===== src/hw/rtl/mmce_pkg.sv =====
package mmce_pkg;

  localparam logic [2:0] MODE_SUM8  = 3'd0;
  localparam logic [2:0] MODE_SUM16 = 3'd1;
  localparam logic [2:0] MODE_CRC8  = 3'd2;
  localparam logic [2:0] MODE_CRC16 = 3'd3;
  localparam logic [2:0] MODE_CRC32 = 3'd4;
  localparam logic [2:0] MODE_HAM   = 3'd5;
  localparam logic [2:0] MODE_ZERO6 = 3'd6;
  localparam logic [2:0] MODE_ZERO7 = 3'd7;

  localparam logic [7:0]  CRC8_POLY  = 8'h07;
  localparam logic [15:0] CRC16_POLY = 16'h1021;
  localparam logic [31:0] CRC32_POLY = 32'hEDB88320;
  localparam logic [15:0] CRC16_INIT = 16'hFFFF;
  localparam logic [31:0] CRC32_INIT = 32'hFFFFFFFF;
  localparam logic [7:0]  NIBBLE_MASK = 8'h0F;

  typedef struct packed {
    logic [7:0] data_byte;
    logic       last;
    logic       no_byte;
  } item_t;

  function automatic logic [7:0] crc8_byte(input logic [7:0] v, input logic [7:0] b);
    logic [7:0] c;
    c = v ^ b;
    for (int i = 0; i < 8; i++) begin
      c = c[7] ? ({c[6:0], 1'b0} ^ CRC8_POLY) : {c[6:0], 1'b0};
    end
    return c;
  endfunction

  function automatic logic [15:0] crc16_byte(input logic [15:0] v, input logic [7:0] b);
    logic [15:0] c;
    c = v ^ {b, 8'h00};
    for (int i = 0; i < 8; i++) begin
      c = c[15] ? ({c[14:0], 1'b0} ^ CRC16_POLY) : {c[14:0], 1'b0};
    end
    return c;
  endfunction

  function automatic logic [31:0] crc32_byte(input logic [31:0] v, input logic [7:0] b);
    logic [31:0] c;
    c = v ^ {24'h000000, b};
    for (int i = 0; i < 8; i++) begin
      c = c[0] ? ({1'b0, c[31:1]} ^ CRC32_POLY) : {1'b0, c[31:1]};
    end
    return c;
  endfunction

  // Hamming(7,4) of the low nibble: {p1,p2,d1,p3,d2,d3,d4}
  function automatic logic [6:0] ham_code(input logic [7:0] b);
    logic [3:0] n;
    logic       d1, d2, d3, d4;
    n  = 4'(b & NIBBLE_MASK);
    d1 = n[0];
    d2 = n[1];
    d3 = n[2];
    d4 = n[3];
    return {d1 ^ d2 ^ d4, d1 ^ d3 ^ d4, d1, d2 ^ d3 ^ d4, d2, d3, d4};
  endfunction

endpackage


===== src/hw/rtl/mmce_update.sv =====
// One-byte update of the running register, plus the finished check value.
module mmce_update (
  input  logic [2:0]          mode,
  input  logic [31:0]         running,
  input  logic                at_start,
  input  mmce_pkg::item_t     item,
  output logic [31:0]         running_nxt,
  output logic [31:0]         result
);

  logic [31:0] init_val;
  logic [31:0] mask;
  logic [31:0] cur;
  logic [31:0] upd;

  always_comb begin
    unique case (mode)
      mmce_pkg::MODE_SUM8:  mask = 32'h000000FF;
      mmce_pkg::MODE_SUM16: mask = 32'h0000FFFF;
      mmce_pkg::MODE_CRC8:  mask = 32'h000000FF;
      mmce_pkg::MODE_CRC16: mask = 32'h0000FFFF;
      mmce_pkg::MODE_CRC32: mask = 32'hFFFFFFFF;
      mmce_pkg::MODE_HAM:   mask = 32'h0000007F;
      default:              mask = 32'h00000000;
    endcase
  end

  always_comb begin
    unique case (mode)
      mmce_pkg::MODE_CRC16: init_val = {16'h0000, mmce_pkg::CRC16_INIT};
      mmce_pkg::MODE_CRC32: init_val = mmce_pkg::CRC32_INIT;
      default:              init_val = 32'h00000000;
    endcase
  end

  assign cur = (at_start ? init_val : running) & mask;

  always_comb begin
    unique case (mode) inside
      mmce_pkg::MODE_SUM8,
      mmce_pkg::MODE_SUM16: upd = cur + {24'h000000, item.data_byte};
      mmce_pkg::MODE_CRC8:  upd = {24'h000000, mmce_pkg::crc8_byte(cur[7:0], item.data_byte)};
      mmce_pkg::MODE_CRC16: upd = {16'h0000, mmce_pkg::crc16_byte(cur[15:0], item.data_byte)};
      mmce_pkg::MODE_CRC32: upd = mmce_pkg::crc32_byte(cur, item.data_byte);
      mmce_pkg::MODE_HAM:   upd = cur ^ {25'h0000000, mmce_pkg::ham_code(item.data_byte)};
      default:              upd = 32'h00000000;
    endcase
  end

  assign running_nxt = item.no_byte ? cur : (upd & mask);
  assign result      = ((mode == mmce_pkg::MODE_CRC32) ? ~running_nxt : running_nxt) & mask;

endmodule


===== src/hw/rtl/multi_mode_checksum_engine.sv =====
// An accepted word waits in the input stage, then updates the running register;
//   for a word marked last, the checksum goes to the output register and out_*.
// Throughput: one word per cycle unless a last word waits on a full, stalled output,
//   set by the combinational byte update of the running register (unrolled eight-step CRC).
// Reset (rst_n low, synchronous): mode 0, running value 0, next word opens a
//   message, input and output stages empty.
module multi_mode_checksum_engine (
  input  logic        clk,
  input  logic        rst_n,
  // configuration
  input  logic        cfg_wr_en,
  input  logic [2:0]  cfg_wr_data,
  // input words
  input  logic        in_valid,
  output logic        in_stall,
  input  logic [7:0]  in_data_byte,
  input  logic        in_last,
  input  logic        in_no_byte,
  // results
  output logic        out_valid,
  input  logic        out_stall,
  output logic [31:0] out_checksum
);

  // Configuration register
  logic [2:0] mode_r;

  // Input stage: one registered word waiting for the update logic
  logic            s1_valid_r;
  mmce_pkg::item_t s1_item_r;

  // Message state
  logic [31:0] running_r;
  logic [31:0] running_nxt;
  logic        at_start_r;

  // Output register
  logic        out_valid_r;
  logic        out_valid_nxt;
  logic [31:0] out_checksum_r;

  logic [31:0] result;
  logic        s1_go;
  logic        in_take;

  // A non-last word never needs the output register, so it always moves on.
  // A last word moves on once the output register is empty or being drained.
  assign s1_go   = s1_valid_r && (!s1_item_r.last || !out_valid_r || !out_stall);
  assign in_stall = s1_valid_r && !s1_go;
  assign in_take  = in_valid && !in_stall;

  always_ff @(posedge clk) begin
    if (!rst_n) begin
      mode_r <= mmce_pkg::MODE_SUM8;
    end else if (cfg_wr_en) begin
      mode_r <= cfg_wr_data;
    end
  end

  always_ff @(posedge clk) begin
    if (!rst_n) begin
      s1_valid_r <= 1'b0;
    end else if (in_take) begin
      s1_valid_r <= 1'b1;
    end else if (s1_go) begin
      s1_valid_r <= 1'b0;
    end
  end

  always_ff @(posedge clk) begin
    if (in_take) begin
      s1_item_r.data_byte <= in_data_byte;
      s1_item_r.last      <= in_last;
      s1_item_r.no_byte   <= in_no_byte;
    end
  end

  mmce_update u_update (
    .mode        (mode_r),
    .running     (running_r),
    .at_start    (at_start_r),
    .item        (s1_item_r),
    .running_nxt (running_nxt),
    .result      (result)
  );

  // Running register and message-start flag advance with each processed word
  always_ff @(posedge clk) begin
    if (!rst_n) begin
      running_r  <= 32'h00000000;
      at_start_r <= 1'b1;
    end else if (s1_go) begin
      running_r  <= running_nxt;
      at_start_r <= s1_item_r.last;
    end
  end

  assign out_valid_nxt = (s1_go && s1_item_r.last) || (out_valid_r && out_stall);

  always_ff @(posedge clk) begin
    if (!rst_n) begin
      out_valid_r <= 1'b0;
    end else begin
      out_valid_r <= out_valid_nxt;
    end
  end

  always_ff @(posedge clk) begin
    if (s1_go && s1_item_r.last) begin
      out_checksum_r <= result;
    end
  end

  assign out_valid    = out_valid_r;
  assign out_checksum = out_checksum_r;

`ifndef ASSERT_OFF
  a_stall_needs_word: assert property (@(posedge clk) disable iff (!rst_n)
    !s1_valid_r |-> !in_stall)
    else $error("input stalled with empty input stage");

  a_last_gives_result: assert property (@(posedge clk) disable iff (!rst_n)
    s1_go && s1_item_r.last |=> out_valid && at_start_r)
    else $error("last word did not produce a result");

  a_no_invented_result: assert property (@(posedge clk) disable iff (!rst_n)
    $rose(out_valid) |-> $past(s1_go && s1_item_r.last))
    else $error("result appeared without a last word");

  a_zero_modes: assert property (@(posedge clk) disable iff (!rst_n)
    s1_go && (mode_r == mmce_pkg::MODE_ZERO6 || mode_r == mmce_pkg::MODE_ZERO7)
      |=> running_r == 32'h00000000)
    else $error("running value not held at zero in a zero mode");
`endif

endmodule

===== config.mk =====
export PLATFORM = sky130hd
export DESIGN_NAME = multi_mode_checksum_engine
export DESIGN_NICKNAME = d
export VERILOG_FILES = /design/src/hw/rtl/mmce_pkg.sv /design/src/hw/rtl/mmce_update.sv /design/src/hw/rtl/multi_mode_checksum_engine.sv
export SDC_FILE = /design/constraint.sdc
export NUM_CORES = 1
export LEC_CHECK = 0
export BUFFER_PORTS_ARGS = -buffer_cell sky130_fd_sc_hd__buf_2
export CAP_MARGIN = 20
export CORE_UTILIZATION = 61
export DETAILED_ROUTE_END_ITERATION = 10
export PLACE_DENSITY = 0.85
export SETUP_SLACK_MARGIN = 0.4
export SLEW_MARGIN = 25
export SYNTH_ARGS = -nofsm -noshare
export SYNTH_HDL_FRONTEND = slang
export SYNTH_SLANG_ARGS = --single-unit

===== constraint.sdc =====
create_clock -name clk -period 4.43 [get_ports clk]
set_clock_uncertainty 0.05 [all_clocks]
set_input_delay 0 -clock clk [delete_from_list [all_inputs] [get_ports clk]]
set_output_delay 0 -clock clk [all_outputs]
set_load 0.03 [all_outputs]

; ---- Word level (Yosys, flattened, before mapping)
; Index checks and enable logic that the tools add are counted.
[totals]
output_inout_bits = 34
register_bits = 80
rom_bits = 0
in_bits = 18
latchBits = 0
memories = 0
ram_bits = 0
[op_classes]
n_mul = 0
n_eq_ne = 5
n_addsub = 1
mux = 32
n_bitwise = 38
order_cmp = 0
div_mod_pow = 0
shifts = 0
n_reduce_logical = 18
[ops]
columns = cell, count
row1 = two-way mux 32 bit, 11
row2 = one-hot mux 32 bit (5 select lines), 1
row3 = one-hot mux 32 bit (4 select lines), 1
row4 = NOT 13 -> 14 bit, 8
row5 = two-way mux 13 bit, 8
row6 = bitwise AND 32 bit, 3
row7 = one-hot mux 32 bit (2 select lines), 1
row8 = NOT 3 bit, 16
row9 = adder 32 x 8 -> 32 bit, 1
row10 = NOT 32 bit, 1
row11 = XOR 32 x 7 -> 32 bit, 1
row12 = XOR 32 x 8 -> 32 bit, 1
row13 = two-way mux 3 bit, 8
row14 = XOR 16 bit, 1
row15 = XOR 8 bit, 1
row16 = == test 3 x 2 -> 1 bit (second input constant), 2
row17 = == test 3 bit (second input constant), 2
row18 = OR reduction 2 bit, 3
row19 = XOR 1 bit, 6
row20 = logical AND 1 bit, 5
row21 = zero test 1 bit, 5
row22 = == test 3 x 1 -> 1 bit (second input constant), 1
row23 = zero test 3 bit, 1
row24 = logical OR 1 bit, 3
row25 = other kinds (2), 3

; ---- Logic depth before layout (Yosys ltp)
; Gate-level depths: netlist (run 1).
[depth]
depth_word = 27
mapped_depth = 16
mapped_depth_nobuf = 14

; ---- Hierarchy
; A second synthesis (run 1) with hierarchy kept.
[hier_totals]
hier_cells = 721
hier_area_um2 = 6352.3
[by_module_without_submodules]
columns = module, instances, area_per_inst_um2, cells_per_inst
row1 = mmce_update, 1, 3563.4, 516
row2 = multi_mode_checksum_engine, 1, 2788.9, 205

; ---- Worst setup path after synthesis (run 1)
; OpenSTA, ideal clock, no wires.
[synth_timing]
path_kind = register to register
from = register mode_r[2]
to = register out_checksum_r[2] (netlist: out_checksum[2]), data pin
required_ps = 4109
setup_time_ps = 271
path_stages_with_launch = 16
arrival_time_ps = 3437
path_slack_ps = 673
period_less_slack_ps = 3757
cell_sequence = dfxtp_1 > or3b_1 > buf_6 > a21oi_4 > buf_6 > a21oi_1 > inv_1 > ha_1 > buf_2 > xor2_1 > xnor2_1 > a221oi_1 > o22ai_1 > a221o_1 > a22oi_1 > xnor2_1
[synth_between]
elab_chain_len = 22
word_cells_on_any_way = 50
cone_classes = add/sub: 1 / eq/ne: 5 / mux: 24 / bitwise: 16 / reduce/logical: 4
[synth_rtl]
columns = element, line_no
row1 = "start, declared", multi_mode_checksum_engine.sv:26  ; logic [2:0] mode_r;
row2 = "start signal, assigned", multi_mode_checksum_engine.sv:54  ; mode_r <= mmce_pkg::MODE_SUM8;
row3 = "start signal, assigned", multi_mode_checksum_engine.sv:56  ; mode_r <= cfg_wr_data;
row4 = "== test 3 x 2 -> 1 bit, or another cell as far along", "mmce_update.sv:17, mmce_update.sv:29"
row5 = OR reduction 2 bit (no line) or one-hot mux 32 bit (2 select lines) (tied branches), -
row6 = one-hot mux 32 bit (4 select lines) or two-way mux 32 bit (tied branches), "mmce_update.sv:17, mmce_update.sv:36"
row7 = bitwise AND 32 bit, mmce_update.sv:36  ; assign cur = (at_start ? init_val : running) & mask;
row8 = XOR 32 x 8 -> 32 bit, mmce_pkg.sv:45  ; c = v ^ {24'h000000, b};
row9 = NOT 13 -> 14 bit (no line), -
row10 = two-way mux 32 bit, mmce_pkg.sv:47  ; c = c[0] ? ({1'b0, c[31:1]} ^ CRC32_POLY) : {1'b0, c[31:1]};
row11 = NOT 13 -> 14 bit (no line), -
row12 = (+4 left out), -
row13 = two-way mux 32 bit (4 in series), mmce_pkg.sv:47
row14 = one-hot mux 32 bit (5 select lines), mmce_update.sv:39  ; unique case (mode) inside
row15 = bitwise AND 32 bit, mmce_update.sv:50  ; assign running_nxt = item.no_byte ? cur : (upd & mask);
row16 = two-way mux 32 bit, mmce_update.sv:50
row17 = NOT 32 bit, mmce_update.sv:51  ; assign result = ((mode == mmce_pkg::MODE_CRC32) ? ~running_nxt : running_nxt) & mask;
row18 = two-way mux 32 bit, mmce_update.sv:51
row19 = bitwise AND 32 bit (*), mmce_update.sv:51
row20 = net result[2], multi_mode_checksum_engine.sv:42  ; logic [31:0] result;
row21 = "end signal, assigned", multi_mode_checksum_engine.sv:110  ; out_checksum_r <= result;
row22 = "end, declared", multi_mode_checksum_engine.sv:40  ; logic [31:0] out_checksum_r;
; The timed path passes the listed nets; every way through them passes the cells marked *.
; A chain may end at the register's enable or synchronous reset.

; ---- Final worst setup path (run 1)
[layout_timing]
from = register at_start_r
to = register out_checksum_r[12] (netlist: out_checksum[12]), data pin
[layout_between]
elab_chain_len = 19
word_cells_on_any_way = 33
cone_classes = add/sub: 1 / mux: 20 / bitwise: 12
[layout_rtl]
columns = element, line_no
row1 = "start, declared", multi_mode_checksum_engine.sv:35  ; logic at_start_r;
row2 = "start signal, assigned", multi_mode_checksum_engine.sv:94  ; at_start_r <= s1_item_r.last;
row3 = two-way mux 32 bit (*), mmce_update.sv:36
row4 = bitwise AND 32 bit (*), mmce_update.sv:36
row5 = XOR 16 bit or XOR 32 x 8 -> 32 bit (tied branches), "mmce_pkg.sv:36, mmce_pkg.sv:45"
row6 = NOT 3 bit (no line) or NOT 13 -> 14 bit (tied branches), -
row7 = two-way mux 13 bit or two-way mux 32 bit (tied branches) (4 in series), "mmce_pkg.sv:38, mmce_pkg.sv:47"
row8 = two-way mux 13 bit or NOT 13 -> 14 bit (tied branches), -
row9 = two-way mux 13 bit or two-way mux 32 bit (tied branches) (2 in series), "mmce_pkg.sv:38, mmce_pkg.sv:47"
row10 = NOT 3 bit (no line) or two-way mux 32 bit (tied branches), -
row11 = two-way mux 13 bit or two-way mux 32 bit (tied branches), "mmce_pkg.sv:38, mmce_pkg.sv:47"
row12 = one-hot mux 32 bit (5 select lines), mmce_update.sv:39
row13 = bitwise AND 32 bit, mmce_update.sv:50
row14 = two-way mux 32 bit (*), mmce_update.sv:50
row15 = NOT 32 bit, mmce_update.sv:51
row16 = two-way mux 32 bit (*), mmce_update.sv:51
row17 = bitwise AND 32 bit (*), mmce_update.sv:51
row18 = net result[12], multi_mode_checksum_engine.sv:42
; Marks and branches as above.

==> impl_results.md, run 1 <==
- Routed Antenna Nets: 0
- Predominant post-synthesis flop cell: sky130_fd_sc_hd__edfxtp_1
- Buffers from clock root to sink, at most: 2
- First-pass GRT wire length: around 30 mm
- Num CTS Buffers: 9
- Drt first pass iters: 6
- Total of warnings raised by yosys: 0
- Clock transition at the registers of the reported paths: around 0.10 ns
- Launch point of the critical path: at_start_r
- Worst hold slack across all endpoints: approximately 0.086 ns
- Cells along the critical path: and4b_1, nor2_4, nand2_1, ha_1, buf_4, a31o_2, maj3_1, a21oi_1, nor4b_2, mux2_2, o21ai_1, mux2_2
- VDD IR max: between 200 and 300 uV
- Reg2Reg Launch Point: at_start_r
- Crit path max-delay cell type: sky130_fd_sc_hd__maj3_1
- Depth of the worst register-to-register path: 12
- Critical Path End Type: flop
- Number of unique standard cell types used by synthesis: 80
- Horizontal extent of the die: between 100 and 150 um
- Startpoint kind of the worst setup timing path: flop
- Worst reg2reg path endpoint: out_checksum[12]
- Worst-path maximum fanout: 11
- Count of state elements after synthesis: 80
- Data arrival time of the critical path: 3.92 ns
- Post-synthesis cell area: 6040 um2
- Routed wire length per instance: 22.4 um
- Part of the power in the clock network: 25.5%
- Share of the clock period used by the worst path after layout: 86.8%
- Count of input and output buffers: 51
- Reg2reg setup slack: 0.58 ns
- Routed via count divided by cell count: 6.55
- Worst hold path class: in2reg
- Number of antenna violations at the first check in global routing: 0
- Initial Utilization: around 64%
- Slowest stage delay, CP: 0.45 ns
- RSZ-0062 raised after global routing: no
- Sequential share of power: 33.2%
- Clock root buffer: sky130_fd_sc_hd__clkbuf_8
- Overall overflow remaining after global route: 0
- Aggregate negative setup slack: 0 ns
- Worst rel slew slack: 35.2%
- Standard-cell row count: 35
- Layout cell share with drive strength beyond 1: 18.6%
- Number of clock sinks: 80
- Fin crit period: 3.85 ns
- Number of levels the H-tree was split into: 3
- Sequential cell area fraction in the yosys report: 33.5%
- Post-detail-place hpwl: 14.1 mm
- Vias: between 5000 and 6000
- Family with the most delay on the worst path: simple AND/OR/NAND/NOR gates
- Final Net Count: 774
- Required time of the critical path: between 4 and 5 ns
- Final Hold Violating Endpoints: 0
- Aggregate global-route resource usage: roughly two fifths
- Logic gate share of total power: 41.3%
- Relative area change from synthesis to final layout: 15.1%
- Maximum capacitance violations: 0
- DIE AREA: between 10000 and 15000 um2
- Number of primary I/O pins: 52
- Post-Syn Instances: 679
- Mean area per synthesized cell: 8.89 um2
- Number of DRC markers in iteration 0: ~530
- Status: finished, final reports clean
- Number of setup violations in the final report: 0
- Net switching power: 0.985 mW
- Type of the worst setup path: reg2reg
- Height of the chip: 101 um
- ANT cells: 0
- Routability congestion estimate from global placement: 1.08
- Pin count of the biggest net entering global routing: 55
- Setup crit end: out_checksum[12]
- Skew-Pair Late Insertion Delay: 0.37 ns
- Internal portion of total power: 1.59 mW
- Top achievable clock speed: 260 MHz
- Via count of the first global-routing pass: around 5600
- Drt total wl: 19.8 mm
- Switching fraction of total power: 38.2%
- Actual slew at the worst max-slew pin: roughly 0.97 ns
- Leakage Power: 2.72 nW
- Most common cell type on the critical path: sky130_fd_sc_hd__mux2_2
- FFs w/ async S/R, synth: 0%
- Number of flops mapped to enable cells by yosys: 42
- Drc violations: 0
- Final count of pins violating max slew: 0
- Crit path buffers/inverters: 1
- Clock tree from TritonCTS: yes
- Core Area: approximately 9400 um2
- Logic depth of the worst setup path including buffers: 12
- Fill cells: 695
- Power Dens Cells: 371 nW/um2
- Mapped Nets: 705
## layout make-up
type                    instances  area, um2  share of cell area (%)
clock buffers                   9        124                    1.78
clock inverters                 7        108                    1.55
inverters                      19       71.3                    1.03
multi-input cells             531       3740                    53.8
flip-flops and latches         80       2020                    29.1
well taps                     129        161                    2.32
repair buffers                107        721                    10.4
## what timing repair did
item                                   in CTS  in global routing
hold buffers                               18                  0
setup buffers                               0                  0
endpoints found under the hold margin      15                  0
gates cloned                                0                  0
gates resized for setup                     1                  5
setup endpoints to repair                   3                  5
## cells in the mapped netlist, types with 3 or more instances
library cell	number	area [um2]
sky130_fd_sc_hd__and3_1	5	31.3
sky130_fd_sc_hd__xor2_1	23	201
sky130_fd_sc_hd__o22ai_1	15	93.8
sky130_fd_sc_hd__o211ai_1	5	37.5
sky130_fd_sc_hd__a21oi_4	3	48.8
sky130_fd_sc_hd__and2_1	3	18.8
sky130_fd_sc_hd__a21o_1	6	45.0
sky130_fd_sc_hd__a21oi_2	4	35.0
sky130_fd_sc_hd__xnor2_1	81	709
sky130_fd_sc_hd__o211a_1	4	40.0
sky130_fd_sc_hd__xnor3_1	6	135
sky130_fd_sc_hd__xnor2_2	3	48.8
sky130_fd_sc_hd__a31oi_1	6	37.5
sky130_fd_sc_hd__nor3_1	10	50.1
sky130_fd_sc_hd__inv_1	19	71.3
sky130_fd_sc_hd__a22oi_1	12	90.1
sky130_fd_sc_hd__buf_1	6	22.5
sky130_fd_sc_hd__o21ai_1	7	35.0
sky130_fd_sc_hd__nand2_1	50	188
sky130_fd_sc_hd__nor3b_1	3	22.5
sky130_fd_sc_hd__buf_6	4	45.0
sky130_fd_sc_hd__o221ai_1	5	43.8
sky130_fd_sc_hd__dfxtp_1	38	761
sky130_fd_sc_hd__a21oi_1	46	230
sky130_fd_sc_hd__mux2i_1	9	90.1
sky130_fd_sc_hd__ha_1	7	87.6
sky130_fd_sc_hd__o31ai_1	3	22.5
sky130_fd_sc_hd__nor2_1	83	312
sky130_fd_sc_hd__nand2b_1	5	31.3
sky130_fd_sc_hd__a32o_1	6	60.1
sky130_fd_sc_hd__o21ai_0	32	160
sky130_fd_sc_hd__clkbuf_1	30	113
sky130_fd_sc_hd__buf_2	8	40.0
sky130_fd_sc_hd__a211oi_1	11	82.6
sky130_fd_sc_hd__edfxtp_1	42	1260
sky130_fd_sc_hd__a211o_1	4	35.0
sky130_fd_sc_hd__nand3_1	11	55.1
sky130_fd_sc_hd__nor2b_1	6	37.5
sky130_fd_sc_hd__a221oi_1	7	61.3
## registers in the layout (all words and copies together), names as in the netlist
register,flops
out_valid,1
at_start_r,1
s1_valid_r,1
mode_r,3
out_checksum,32
s1_item_r,10
running_r,32
## per-layer routing
| layer | vias up | global-route usage, % | wire, um |
|---|---|---|---|
| li1 | 2576 | - | - |
| met1 | 2691 | 53.2 | 7600 |
| met2 | 415 | 62.1 | 8870 |
| met3 | 95 | 7.11 | 2200 |
| met4 | 0 | 25.4 | 1100 |
| met5 | - | 0 | 0 |
## layout by cell type, fill, tap and decap left out, types with 10 or more instances in the layout
cell type	count
sky130_fd_sc_hd__nor2_1	83
sky130_fd_sc_hd__buf_2	51
sky130_fd_sc_hd__a21oi_1	46
sky130_fd_sc_hd__xor2_1	23
sky130_fd_sc_hd__a211oi_1	10
sky130_fd_sc_hd__buf_4	38
sky130_fd_sc_hd__o22ai_1	15
sky130_fd_sc_hd__nor3_1	10
sky130_fd_sc_hd__dlygate4sd3_1	18
sky130_fd_sc_hd__inv_1	19
sky130_fd_sc_hd__xnor2_1	80
sky130_fd_sc_hd__o21ai_0	32
sky130_fd_sc_hd__nand2_1	50
sky130_fd_sc_hd__a22oi_1	12
sky130_fd_sc_hd__edfxtp_1	42
sky130_fd_sc_hd__dfxtp_1	36
sky130_fd_sc_hd__nand3_1	11
## worst min path at each step
stage,end,startpoint,slack (ns),cells after the start
finish,running_r[31],rst_n,0.09,2
global route,running_r[31],rst_n,0.06,2
CTS,running_r[31],rst_n,0.06,2
detailed placement,s1_item_r[4],in_data_byte[2],0.13,1
global placement,s1_item_r[7],in_data_byte[5],0.13,1
floorplan,s1_item_r[0],in_no_byte,0.05,0
## worst register-to-register path: cells and delay by family, from the launching register on
family | cells | cell delay, ns
AOI/OAI and AO/OA | 3 | 0.63
adders and majority gates | 2 | 0.81
buffers and inverters | 1 | 0.21
DFF | 1 | 0.41
muxes | 2 | 0.54
and+or+nand+nor | 4 | 0.95
## kinds of logic (layout without fill, tap and decap cells)
logic type | Yosys count | after routing | synth area share, %
AOI/OAI and AO/OA | 201 | 201 | 23.3
xor gates and xnor gates | 116 | 116 | 19.3
adders and majority gates | 10 | 10 | 2.11
buffers and inverters | 68 | 142 | 4.95
DFF | 80 | 80 | 33.5
muxes | 11 | 11 | 1.86
and+or+nand+nor | 193 | 193 | 15.0
## power groups by stage
stage / clock (mW) / sequential (mW) / combinational (mW)
global route: 0.688 / 0.861 / 1.13
CTS: 0.659 / 0.855 / 1.03
finish: 0.658 / 0.857 / 1.07
floorplan: 0 / 0.887 / 0.708
global placement: 0 / 0.871 / 0.997
detailed placement: 0 / 0.872 / 1.01
## per-stage QoR
step,instances,instance area [um2],util [%],setup WS [ns],total power [mW]
final,882,6950,73.8,0.584,2.58
after global routing,882,6950,73.8,0.431,2.68
after CTS,882,6930,73.6,0.484,2.55
after detailed placement,848,6510,69.2,0.365,1.88
after global placement,848,6510,69.2,0.482,1.87
after floorplan,679,6040,-,0.673,1.60
Note: power is estimated with default switching activity, not from simulation.
==> run 2: changes to the inputs <==
--- a/config.mk
+++ b/config.mk
@@ -9,7 +9,7 @@
 export CAP_MARGIN = 20
 export CORE_UTILIZATION = 61
 export DETAILED_ROUTE_END_ITERATION = 10
-export PLACE_DENSITY = 0.85
+export PLACE_DENSITY_LB_ADDON = 0.05
 export SETUP_SLACK_MARGIN = 0.4
 export SLEW_MARGIN = 25
 export SYNTH_ARGS = -nofsm -noshare
==> impl_results.md, run 2 (synthesis gave the netlist of run 1 again) <==
- Number of antenna violations at the first check in global routing: 0 (unchanged)
- Type of the worst setup path: reg2reg
- Buffers from clock root to sink, at most: 2 (unchanged)
- Startpoint kind of the worst setup timing path: flop
- Clock tree from TritonCTS: yes
- First-pass GRT wire length: 30.6 mm (-0.29%)
- Drt first pass iters: 6 (unchanged)
- Overall overflow remaining after global route: 0 (unchanged)
- Worst-path maximum fanout: 10 (-1)
- Layout cell share with drive strength beyond 1: 17.8% (-0.81 points)
- Clock root buffer: sky130_fd_sc_hd__clkbuf_8
- ANT cells: 0 (unchanged)
- Fill cells: 729 (+4.9%)
- RSZ-0062 raised after global routing: yes
- Initial Utilization: 64.1% (unchanged)
- Vias: 5786 (+0.16%)
- Setup repair bufs after CTS: 0 (unchanged)
- Final count of pins violating max slew: 0 (unchanged)
- Standard-cell row count: 35 (unchanged)
- Top achievable clock speed: 260 MHz (about the same)
- Count of input and output buffers: 51 (unchanged)
- Cell count after placement: 843 (-0.59%)
- Share of the clock period used by the worst path after layout: 86.8% (about the same)
- Cells along the critical path: or3b_1, a21oi_4, buf_4, a21oi_1, inv_1, ha_1, a31o_2, maj3_1, nor2b_1, nor4b_2, o31ai_1, xnor2_1
- Relative area change from synthesis to final layout: 13.5%
- Aggregate negative setup slack: 0 ns (unchanged)
- Core Area: 9420 um2 (unchanged)
- Required time of the critical path: 4.49 ns (-0.02 ns)
- Pin count of the biggest net entering global routing: 46 (-16%)
- Drc violations: 0 (unchanged)
- Crit path buffers/inverters: 2 (+1)
- Num CTS Buffers: 9 (unchanged)
- Via count of the first global-routing pass: 5482 (-2.5%)
- Height of the chip: 101 um (unchanged)
- Worst hold path class: in2reg
- Horizontal extent of the die: 101 um (unchanged)
- Post-route worst setup slack: 0.585 ns (+0.00134 ns)
- Final Hold Violating Endpoints: 0 (unchanged)
- Status: finished, final reports clean
- Number of levels the H-tree was split into: 3 (unchanged)
- Slowest stage delay, CP: 0.51 ns (+0.06 ns)
- Routed via count divided by cell count: 6.60 (+0.73%)
- Post-detail-place hpwl: 14.4 mm (+1.7%)
- Aggregate global-route resource usage: 40.8% (+0.27 points)
- Power Dens Cells: 359 nW/um2 (-3.3%)
- Most common cell after layout, fill and taps aside: sky130_fd_sc_hd__nor2_1
- Actual slew at the worst max-slew pin: 0.981 ns (+0.0115 ns)
- Family with the most delay on the worst path: simple AND/OR/NAND/NOR gates
- Data arrival time of the critical path: 3.91 ns (about the same)
- Number of DRC markers in iteration 0: 688 (+29%)
- Area of all placed cells without fillers: 6850 um2 (-1.4%)
- VDD IR max: 250 uV (-11%)
- Number of clock sinks: 80 (unchanged)
- Share of the core filled with cells: 72.8% (-1.0 points)
- Fin crit period: 3.85 ns (-0.00134 ns)
- Post-Layout Cell Count: 877 (-0.57%)
- Final Power: 2.46 mW (-4.7%)
- Number of primary I/O pins: 52 (unchanged)
- Routed wire length per instance: 22.6 um (+0.99%)
- Skew-Pair Late Insertion Delay: 0.37 ns (about the same)
- Most frequent cells in the layout: sky130_fd_sc_hd__nor2_1, sky130_fd_sc_hd__xnor2_1, sky130_fd_sc_hd__buf_2
- Maximum capacitance violations: 0 (unchanged)
- Crit path max-delay cell type: sky130_fd_sc_hd__dfxtp_1
- DIE AREA: 10300 um2 (unchanged)
- Worst rel slew slack: 34.6% (-0.63 points)
- Post-Place Setup Slack: 0.340 ns (-0.0249 ns)
- Number of setup violations in the final report: 0 (unchanged)
- Routability congestion estimate from global placement: 1.14 (+6.1%)
- Leakage Power: 2.66 nW (-2.2%)
- Final Net Count: 769 (-0.65%)
- Critical Path End Type: flop
- Worst hold slack across all endpoints: 0.0707 ns (-0.0153 ns)
- Clock transition at the registers of the reported paths: 0.10 ns (about the same)
- Drt total wl: 19.8 mm (+0.42%)
- Routed Antenna Nets: 0 (unchanged)
- Post-place instance area: 6470 um2 (-0.58%)
run 2: repair_timing:
action	CTS	global route
gates resized for setup	1	2
endpoints found under the hold margin	15	0
hold buffers	18	0
endpoints found under the setup margin	1	9
run 2: worst paths after layout:
path	startpoint	to	slack, ns	cells past startpoint
max	mode_r[2]	out_checksum[6]	0.58	12
min reg2reg	running_r[30]	running_r[30]	0.42	2
min	rst_n	running_r[31]	0.07	2
max reg2reg	mode_r[2]	out_checksum[6]	0.58	12
run 2: final cells by class:
type | count | area, um2 | share of cell area (%)
Multi-Input combinational cell | 531 | 3720 | 54.3
Sequential cell | 80 | 2020 | 29.5
Timing Repair Buffer | 102 | 683 | 9.97
Tap cell | 129 | 161 | 2.36
Clock buffer | 10 | 138 | 2.01
Inverter | 19 | 71.3 | 1.04
Clock inverter | 6 | 50.0 | 0.730
run 2: routing by layer:
metal / track usage [%] / part of all wire (%) / vias up
met1: 54.1 / 40 / 2701
met4: 19.4 / 4.5 / 0
met2: 65.3 / 45 / 439
met5: 0 / 0 / -
li1: - / - / 2568
met3: 6.49 / 11 / 78
run 2: where the power goes:
part,switching (mW),internal (mW),leakage (nW),total (mW)
clock,0.313,0.225,0.0895,0.538
combinational,0.622,0.435,1.89,1.06
sequential,0.0419,0.822,0.688,0.864
total,0.977,1.48,2.66,2.46
run 2: worst reg2reg max path: cells and delay by family, from the launching register on:
kind | cells | cell delay [ns]
buffers and inverters | 2 | 0.33
adder cells (fa/ha/maj) | 2 | 0.72
flip-flops | 1 | 0.51
AND/OR/NAND/NOR | 3 | 1.15
XOR/XNOR | 1 | 0.14
AO/OA/AOI/OAI | 4 | 0.69
